**src/design/apc_pkg.sv**
```systemverilog
// Shared types, constants and a helper function for the autoneg page classifier.
`default_nettype none

package apc_pkg;

   localparam int unsigned WordWidth = 16;
   localparam int unsigned MsgWidth  = 11;
   localparam int unsigned RspWidth  = 32;

   // codeword bit positions
   localparam int unsigned BitNp     = 15;
   localparam int unsigned BitAck    = 14;
   localparam int unsigned BitMp     = 13;
   localparam int unsigned BitAck2   = 12;
   localparam int unsigned BitToggle = 11;

   localparam logic [4:0]  SelBasePage = 5'd1;
   localparam logic [15:0] AckKeepMask = 16'hAFFF;   // all bits but ACK and ACK2

   localparam logic [MsgWidth-1:0] MsgGigabit = 11'd8;
   localparam logic [MsgWidth-1:0] MsgEee     = 11'd10;

   typedef enum logic [1:0] {
      PH_IDLE = 2'd0,
      PH_BASE = 2'd1,
      PH_ACK  = 2'd2,
      PH_NEXT = 2'd3
   } phase_type;

   typedef enum logic [1:0] {
      GRP_BASE = 2'd0,
      GRP_MSG  = 2'd1,
      GRP_UNF  = 2'd2
   } group_type;

   typedef enum logic [2:0] {
      K_BASE = 3'd0,
      K_ACK  = 3'd1,
      K_MSG  = 3'd2,
      K_UNF  = 3'd3,
      K_GT0  = 3'd4,
      K_GT1  = 3'd5,
      K_EEE  = 3'd6
   } kind_type;

   // one classified word, handed from the decoder to the result register
   typedef struct packed {
      kind_type               kind;
      group_type              grp;
      logic                   cont;
      logic [WordWidth-1:0]   word;
   } result_type;

   function automatic kind_type unf_kind(input logic [MsgWidth-1:0] msg,
                                         input logic [1:0] cnt);
      kind_type k;
      k = K_UNF;
      if (msg == MsgGigabit) begin
         if (cnt == 2'd0) k = K_GT0;
         else if (cnt == 2'd1) k = K_GT1;
      end else if (msg == MsgEee && cnt == 2'd0) begin
         k = K_EEE;
      end
      return k;
   endfunction

endpackage

`default_nettype wire

```
**src/design/autoneg_page_classifier.sv**
```systemverilog
// Top level of the autonegotiation link codeword page classifier.
//
// Usage:
//   req channel: one 16-bit link codeword per word (req_tdata[15:0]).
//   rsp channel: zero or one result word per codeword, giving the page kind,
//   packet group, a repeat flag, the echoed codeword and its NP/ACK/ACK2/
//   toggle bits. Codewords that fit no sequencing rule produce nothing.
// Timing:
//   Codeword is registered at req acceptance, classified combinationally from
//   that register against the page sequencing state, and lands in the result
//   register. One codeword per cycle is sustained while rsp_tready is high;
//   the only loop is the sequencing-state update (phase, held word and kind).
// Stall:
//   When rsp_tready is low and a result is waiting, any registered codeword
//   holds and drops req_tready; req_tready stays high while either the input
//   stage or the result register has room. No result is dropped or repeated.
// Reset:
//   Synchronous, active high. Clears both valid flags and returns sequencing
//   to idle (held word, message code, page counter cleared, group base).
`default_nettype none

module autoneg_page_classifier (
   input  wire          clock,
   input  wire          reset,
   input  wire          req_tvalid,
   output logic         req_tready,
   input  wire  [15:0]  req_tdata,   // [15:0] codeword
   output logic         rsp_tvalid,
   input  wire          rsp_tready,
   output logic [31:0]  rsp_tdata    // [2:0] page_kind, [4:3] page_group, [5] continues,
                                     // [21:6] word_out, [22] ack_bit, [23] ack2_bit,
                                     // [24] toggle_bit, [25] next_page_bit, [31:26] zero
);

   logic                             in_valid_ff, in_valid_in;
   logic [apc_pkg::WordWidth-1:0]    in_word_ff;
   logic                             can_load;
   logic                             fire;
   logic                             hit;
   apc_pkg::result_type              result;

   // input stage drains whenever the result register can take its outcome
   assign fire       = in_valid_ff && can_load;
   assign req_tready = !in_valid_ff || can_load;

   always_comb begin
      in_valid_in = in_valid_ff;
      if (req_tready) in_valid_in = req_tvalid;
   end

   always_ff @(posedge clock) begin
      if (reset) begin
         in_valid_ff <= 1'b0;
      end else begin
         in_valid_ff <= in_valid_in;
      end
   end

   always_ff @(posedge clock) begin
      if (req_tvalid && req_tready) in_word_ff <= req_tdata;
   end

   apc_classify u_classify (
      .clock  (clock),
      .reset  (reset),
      .fire   (fire),
      .word   (in_word_ff),
      .hit    (hit),
      .result (result)
   );

   apc_out_reg u_out_reg (
      .clock      (clock),
      .reset      (reset),
      .load       (fire && hit),
      .result     (result),
      .can_load   (can_load),
      .rsp_tvalid (rsp_tvalid),
      .rsp_tready (rsp_tready),
      .rsp_tdata  (rsp_tdata)
   );

endmodule

`default_nettype wire

```
**src/design/apc_classify.sv**
```systemverilog
// Page sequencing state and per-word classification logic.
`default_nettype none

module apc_classify (
   input  wire                             clock,
   input  wire                             reset,
   input  wire                             fire,     // registered word consumed this cycle
   input  wire  [apc_pkg::WordWidth-1:0]   word,
   output logic                            hit,      // word yields a result
   output apc_pkg::result_type             result
);

   apc_pkg::phase_type              phase_ff, phase_in;
   logic [apc_pkg::WordWidth-1:0]   held_ff, held_in;
   logic [apc_pkg::MsgWidth-1:0]    msg_ff, msg_in;
   logic [1:0]                      cnt_ff, cnt_in;
   apc_pkg::group_type              grp_ff, grp_in;
   apc_pkg::kind_type               hkind_ff, hkind_in;

   logic is_sel, is_ack, is_mp, is_same, ack_match;
   apc_pkg::kind_type ukind;

   assign is_sel    = (word[4:0] == apc_pkg::SelBasePage);
   assign is_ack    = word[apc_pkg::BitAck];
   assign is_mp     = word[apc_pkg::BitMp];
   assign is_same   = (word == held_ff);
   assign ack_match = is_ack &&
                      ((word & apc_pkg::AckKeepMask) == (held_ff & apc_pkg::AckKeepMask));
   assign ukind     = apc_pkg::unf_kind(msg_ff, cnt_ff);

   // next state
   always_comb begin
      phase_in = phase_ff;
      held_in  = held_ff;
      msg_in   = msg_ff;
      cnt_in   = cnt_ff;
      grp_in   = grp_ff;
      hkind_in = hkind_ff;
      if (fire) begin
         case (phase_ff)
            apc_pkg::PH_IDLE: begin
               if (is_sel) begin
                  phase_in = apc_pkg::PH_BASE;
                  held_in  = word;
                  hkind_in = apc_pkg::K_BASE;
               end
            end
            apc_pkg::PH_BASE: begin
               if (is_ack) begin
                  phase_in = apc_pkg::PH_ACK;
                  held_in  = word;
                  hkind_in = apc_pkg::K_ACK;
                  grp_in   = apc_pkg::GRP_BASE;
               end
            end
            apc_pkg::PH_ACK: begin
               if (!ack_match) begin
                  phase_in = apc_pkg::PH_NEXT;
                  held_in  = word;
                  if (is_mp) begin
                     msg_in   = word[apc_pkg::MsgWidth-1:0];
                     cnt_in   = 2'd0;
                     grp_in   = apc_pkg::GRP_MSG;
                     hkind_in = apc_pkg::K_MSG;
                  end else begin
                     if (cnt_ff != 2'd2) cnt_in = cnt_ff + 2'd1;
                     grp_in   = apc_pkg::GRP_UNF;
                     hkind_in = ukind;
                  end
               end
            end
            apc_pkg::PH_NEXT: begin
               if (is_ack) begin
                  phase_in = apc_pkg::PH_ACK;
                  held_in  = word;
                  hkind_in = apc_pkg::K_ACK;
               end
            end
            default: phase_in = apc_pkg::PH_IDLE;
         endcase
      end
   end

   // outputs
   always_comb begin
      hit         = 1'b0;
      result.kind = apc_pkg::K_BASE;
      result.grp  = apc_pkg::GRP_BASE;
      result.cont = 1'b0;
      result.word = word;
      case (phase_ff)
         apc_pkg::PH_IDLE: begin
            hit = is_sel;
         end
         apc_pkg::PH_BASE: begin
            if (is_ack) begin
               hit         = 1'b1;
               result.kind = apc_pkg::K_ACK;
            end else if (is_same) begin
               hit         = 1'b1;
               result.cont = 1'b1;
            end
         end
         apc_pkg::PH_ACK: begin
            hit = 1'b1;
            if (ack_match) begin
               result.kind = apc_pkg::K_ACK;
               result.grp  = grp_ff;
               result.cont = 1'b1;
            end else if (is_mp) begin
               result.kind = apc_pkg::K_MSG;
               result.grp  = apc_pkg::GRP_MSG;
            end else begin
               result.kind = ukind;
               result.grp  = apc_pkg::GRP_UNF;
            end
         end
         apc_pkg::PH_NEXT: begin
            if (is_ack) begin
               hit         = 1'b1;
               result.kind = apc_pkg::K_ACK;
               result.grp  = grp_ff;
            end else if (is_same) begin
               hit         = 1'b1;
               result.kind = hkind_ff;
               result.grp  = grp_ff;
               result.cont = 1'b1;
            end
         end
         default: hit = 1'b0;
      endcase
   end

   always_ff @(posedge clock) begin
      if (reset) begin
         phase_ff <= apc_pkg::PH_IDLE;
         held_ff  <= '0;
         msg_ff   <= '0;
         cnt_ff   <= 2'd0;
         grp_ff   <= apc_pkg::GRP_BASE;
         hkind_ff <= apc_pkg::K_BASE;
      end else begin
         phase_ff <= phase_in;
         held_ff  <= held_in;
         msg_ff   <= msg_in;
         cnt_ff   <= cnt_in;
         grp_ff   <= grp_in;
         hkind_ff <= hkind_in;
      end
   end

endmodule

`default_nettype wire

```
**src/design/apc_out_reg.sv**
```systemverilog
// Result register driving the rsp stream, with field packing.
`default_nettype none

module apc_out_reg (
   input  wire                                clock,
   input  wire                                reset,
   input  wire                                load,
   input  apc_pkg::result_type                result,
   output logic                               can_load,
   output logic                               rsp_tvalid,
   input  wire                                rsp_tready,
   output logic [apc_pkg::RspWidth-1:0]       rsp_tdata
);

   logic                             valid_ff, valid_in;
   logic [apc_pkg::RspWidth-1:0]     data_ff, data_in;

   assign can_load = !valid_ff || rsp_tready;

   always_comb begin
      valid_in = valid_ff;
      if (can_load) valid_in = load;
   end

   always_comb begin
      data_in = '0;
      data_in[2:0]   = result.kind;
      data_in[4:3]   = result.grp;
      data_in[5]     = result.cont;
      data_in[21:6]  = result.word;
      data_in[22]    = result.word[apc_pkg::BitAck];
      data_in[23]    = result.word[apc_pkg::BitAck2];
      data_in[24]    = result.word[apc_pkg::BitToggle];
      data_in[25]    = result.word[apc_pkg::BitNp];
   end

   always_ff @(posedge clock) begin
      if (reset) begin
         valid_ff <= 1'b0;
      end else begin
         valid_ff <= valid_in;
      end
   end

   always_ff @(posedge clock) begin
      if (can_load && load) data_ff <= data_in;
   end

   assign rsp_tvalid = valid_ff;
   assign rsp_tdata  = data_ff;

endmodule

`default_nettype wire

```
**config.mk**
```make
export PLATFORM = sky130hd
export DESIGN_NAME = autoneg_page_classifier
export DESIGN_NICKNAME = d
export VERILOG_FILES = /design/src/design/apc_pkg.sv /design/src/design/autoneg_page_classifier.sv /design/src/design/apc_classify.sv /design/src/design/apc_out_reg.sv
export SDC_FILE = /design/constraint.sdc
export NUM_CORES = 1
export LEC_CHECK = 0
export BUFFER_PORTS_ARGS = -buffer_cell sky130_fd_sc_hd__buf_2
export CAP_MARGIN = 40
export CORE_MARGIN = 4
export CORE_UTILIZATION = 51
export CTS_CLUSTER_DIAMETER = 200
export DETAILED_ROUTE_END_ITERATION = 8
export PLACE_DENSITY = 0.76
export SLEW_MARGIN = 30
export SYNTH_ARGS = -nofsm -noshare
export SYNTH_HDL_FRONTEND = slang
export SYNTH_HIERARCHICAL = 1
export SYNTH_SLANG_ARGS = --single-unit
```
**constraint.sdc**
```tcl
create_clock -name clock -period 2.45 [get_ports clock]
set_clock_uncertainty 0.05 [all_clocks]
set_input_delay 0.49 -clock clock [delete_from_list [all_inputs] [get_ports clock]]
set_output_delay 0.49 -clock clock [all_outputs]
set_load 0.05 [all_outputs]
```
==> flow_results.xml <==
<?xml version="1.0" encoding="UTF-8"?>
<metrics>
  <group name="power">
    <metric name="static-leakage-power" unit="nW">1.516</metric>
    <metric name="intPower" unit="mW">1.943</metric>
    <metric name="power.switching_fraction" unit="%">21.60</metric>
    <metric name="switchingPower" unit="µW">535.4</metric>
    <metric name="clock_power_share" unit="%">38.2</metric>
    <metric name="vdd_ir_drop_max" unit="µV">344.3</metric>
    <metric name="power_density" unit="nW/µm²">612.9</metric>
    <metric name="seqPwrFrac" unit="%">55.6</metric>
    <metric name="logic_pwr_share" unit="%">6.3</metric>
  </group>
  <group name="layout">
    <metric name="antenna_cells" unit="">0</metric>
    <metric name="final.fill_count" unit="">506</metric>
    <metric name="fin_nets" unit="">382</metric>
    <metric name="area.growth.synth_to_final" unit="%">15.31</metric>
    <metric name="postLayoutCoreUtil" unit="%">62.26</metric>
    <metric name="ratio_of_cells_with_drive_above_1_in_the_final_layout" unit="%">28.30</metric>
  </group>
  <group name="yosys">
    <metric name="post_synth_most_frequent_cells" unit="">dfxtp_1 (38), edfxtp_1 (38), nand2b_1 (31), buf_4 (27), nand3_1 (19)</metric>
    <metric name="yosys.cell_types.count" unit="">50</metric>
    <metric name="count_of_flip_flops_with_a_built_in_enable_after_synthesis" unit="">38</metric>
    <metric name="synth_largest_area_cell" unit="">edfxtp_1</metric>
    <metric name="synth.ff_latch_count" unit="">76</metric>
    <metric name="asyncSetResetFlopFracSynth" unit="%">0</metric>
    <metric name="syn-cell-area" unit="µm²">3507</metric>
    <metric name="synth_area_per_cell" unit="µm²">11.13</metric>
    <metric name="postSynthCellCount" unit="">315</metric>
    <metric name="postSynth.topFlopCell" unit="">edfxtp_1</metric>
    <metric name="synth_seq_area_share" unit="%">54.23</metric>
    <metric name="yosys_warnings" unit="">6</metric>
    <metric name="synth_area_leaders" unit="">edfxtp_1 (33%), dfxtp_1 (22%), buf_4 (5.8%)</metric>
    <metric name="synth_top_area_share" unit="%">32.54</metric>
  </group>
  <group name="sta">
    <metric name="maxClockFrequency" unit="MHz">433.7</metric>
    <metric name="final_hold_violations" unit="">0</metric>
    <metric name="layout_setup_ws" unit="ps">144.5</metric>
    <metric name="layout_min_cycle_time" unit="ps">2306</metric>
    <metric name="report.final.slew_viol_count" unit="">0</metric>
    <metric name="setup_viol" unit="">0</metric>
    <metric name="timing.max_slew.rel_slack" unit="%">49.57</metric>
    <metric name="fin_crit_sh" unit="%">94.10</metric>
    <metric name="transition_time_at_the_pin_with_the_least_slew_margin" unit="ps">756.4</metric>
  </group>
  <group name="hold_path">
    <metric name="worstHoldStart" unit="">req_tdata[6]</metric>
    <metric name="hold_path_class" unit="">input pin to flop</metric>
    <metric name="worst_hold_path.num_cells" unit="">1</metric>
    <metric name="worst_case_hold_path_end_point" unit="">in_word_ff[6]</metric>
  </group>
  <group name="routing">
    <metric name="vias" unit="">2378</metric>
    <metric name="drt_iter0_markers" unit="">147</metric>
    <metric name="vias_per_cell" unit="">5.392</metric>
    <metric name="drc" unit="">0</metric>
    <metric name="routed_wire_length_per_instance" unit="µm">15.99</metric>
    <metric name="drt_first_pass_iters" unit="">4</metric>
    <metric name="drt.antenna.violating_nets" unit="">0</metric>
    <metric name="route.final.wire_length" unit="µm">7052</metric>
  </group>
  <group name="placement">
    <metric name="dpl.hpwl" unit="µm">4919</metric>
    <metric name="dpl_worst_slack" unit="ps">-19.00</metric>
    <metric name="globalplace.congestion" unit="">0.8652</metric>
    <metric name="numPortBuffers" unit="">47</metric>
  </group>
  <group name="critical_path">
    <metric name="setup.worst_path.start_class" unit="">flop</metric>
    <metric name="worst-endpoint-required" unit="ps">2450</metric>
    <metric name="critical_setup_path_kind" unit="">flop to flop</metric>
    <metric name="reg2regPathDepth" unit="">8</metric>
    <metric name="critPathCaptureType" unit="">flop</metric>
    <metric name="worst_r2r_startpoint" unit="">in_word_ff[15]</metric>
    <metric name="critical_path.max_fanout" unit="">12</metric>
    <metric name="ff2ff_setup_slack" unit="ps">140</metric>
    <metric name="rr_endpoint" unit="">u_out_reg/rsp_tdata[6]</metric>
    <metric name="worst-endpoint-arrival" unit="ps">2310</metric>
  </group>
  <group name="grt">
    <metric name="grt_overflow_total" unit="">0</metric>
    <metric name="pin_count_of_the_biggest_net_entering_global_routing" unit="">52</metric>
    <metric name="grtUsageTotal" unit="%">17.60</metric>
    <metric name="number_of_antenna_violations_at_the_first_check_in_global_routing" unit="">0</metric>
    <metric name="first_global_vias" unit="">2330</metric>
    <metric name="grt_pass1_wl" unit="µm">11590</metric>
  </group>
  <group name="clock_network">
    <metric name="clock_insertion_delay_worst_skew" unit="ps">350</metric>
    <metric name="numCtsBuffers" unit="">9</metric>
    <metric name="clockRootBuffer" unit="">clkbuf_8</metric>
    <metric name="cts.sinks" unit="">76</metric>
    <metric name="cts-root-to-sink-buffers" unit="">2</metric>
    <metric name="depth_of_the_cts_h_tree" unit="">3</metric>
    <metric name="cts_hold_buf" unit="">0</metric>
    <metric name="cts_tree" unit="">done</metric>
    <metric name="clk_pin_slew_worst_paths" unit="ps">80</metric>
  </group>
  <group name="floorplan">
    <metric name="die_w" unit="µm">90.93</metric>
    <metric name="floorplan.die.height" unit="µm">90.93</metric>
    <metric name="io_pins" unit="">54</metric>
    <metric name="core" unit="µm²">6495</metric>
    <metric name="number_of_placement_rows" unit="">29</metric>
    <metric name="design.die.area" unit="µm²">8267</metric>
    <metric name="initial_utilization" unit="%">54.00</metric>
  </group>
  <group name="run">
    <metric name="max_cap_violations" unit="">0</metric>
  </group>
  <group name="run_status">
    <metric name="outcome" unit="">finished, final reports clean</metric>
  </group>
</metrics>
[placed cells by master (no fill, tap or decap), types with 3 or more instances in the layout]
master | Yosys | final
nand3_1 | 19 | 19
clkbuf_1 | 10 | 3
conb_1 | 1 | 6
edfxtp_1 | 38 | 38
a21oi_1 | 17 | 17
nand2b_1 | 31 | 31
xnor2_1 | 14 | 12
clkbuf_8 | 0 | 11
inv_1 | 7 | 7
o21ai_0 | 13 | 13
buf_4 | 27 | 22
nand4_1 | 3 | 3
dfxtp_1 | 38 | 38
nor2b_1 | 6 | 6
mux2i_1 | 18 | 18
nor2_1 | 12 | 12
ha_1 | 3 | 3
o22ai_1 | 3 | 3
buf_2 | 7 | 47
nand2_1 | 5 | 5
[critical path: stages, from the launching register on]
cell	delay, ps
edfxtp_1	440
xnor2_1	220
nand4_1	220
nor4_4	320
nand2_1	110
a21oi_1	160
and3_2	200
and2_4	170
buf_12	140
[cell type report]
cell class / instances / area (µm²) / share of cell area (%)
Clock buffer: 14 / 162.7 / 4.022
Clock inverter: 2 / 33.78 / 0.8354
Sequential cell: 76 / 1902 / 47.03
Inverter: 7 / 26.28 / 0.6498
Tap cell: 77 / 96.34 / 2.382
Multi-Input combinational cell: 193 / 1371 / 33.91
Timing Repair Buffer: 72 / 451.7 / 11.17
[worst max-delay path by stage]
stage / to / startpoint / depth (start not counted)
5_1_grt: u_out_reg/rsp_tdata[23] / in_word_ff[15] / 8
6_report: u_out_reg/rsp_tdata[6] / in_word_ff[15] / 8
2_1_floorplan: u_out_reg/rsp_tdata[0] / in_word_ff[4] / 7
3_5_place_dp: u_classify/held_ff[2] / in_word_ff[1] / 6
4_1_cts: u_out_reg/rsp_tdata[23] / in_word_ff[2] / 8
3_3_place_gp: u_classify/held_ff[4] / in_word_ff[1] / 6
[sequential cells by signal, summed over array words and instances (netlist names)]
signal / cells
u_classify/hkind_ff: 3
u_classify/phase_ff: 2
u_classify/grp_ff: 2
u_out_reg/rsp_tdata: 22
u_classify/cnt_ff: 2
in_word_ff: 16
u_classify/msg_ff: 11
in_valid_ff: 1
u_out_reg/rsp_tvalid: 1
u_classify/held_ff: 16
[power by group through the flow]
stage	sequential, mW	combinational, mW	clock [mW]
2_1_floorplan	1.41	0.114	0
3_3_place_gp	1.40	0.146	0
3_5_place_dp	1.40	0.148	0
4_1_cts	1.38	0.148	0.967
5_1_grt	1.38	0.168	1.02
6_report	1.38	0.156	0.946
[cell families after synthesis]
logic type               count (synthesis)  synth area share [%]
adder cells (fa/ha/maj)                  3                 1.070
XOR/XNOR                                16                 3.996
flip-flops                              76                 54.23
buffers and inverters                   51                 8.598
other                                    1                0.1069
AND/OR/NAND/NOR                         96                 16.70
multiplexers                            21                 6.315
AO/OA/AOI/OAI                           51                 8.991
[metrics by stage]
step / instance area (µm²) / hold slack [ps] / TNS, ps / total power [mW] / cells
final: 4044 / 262.4 / 0 / 2.478 / 441
after global placement: 3776 / 411.0 / 0 / 1.549 / 422
after global routing: 4044 / 253.6 / -74.35 / 2.566 / 441
after CTS: 3978 / 254.2 / 0 / 2.491 / 438
after detailed placement: 3776 / 421.9 / -22.02 / 1.551 / 422
after floorplan: 3526 / 398.9 / 0 / 1.521 / 320
[metal layers]
layer  track usage [%]  share of wire, %  up-vias
li1                  -                 -     1163
met5                 0                 0        -
met3             5.500               6.0       10
met1             23.23                46     1132
met4             5.779               1.4        0
met2             27.59                46       73
[repair_timing]
action / in CTS / in global routing
pin swaps: 0 / 1
setup endpoints to repair: 3 / 35
setup buffers: 0 / 3
resized for setup: 1 / 7
No activity file was read; power rests on OpenSTA's default activity.
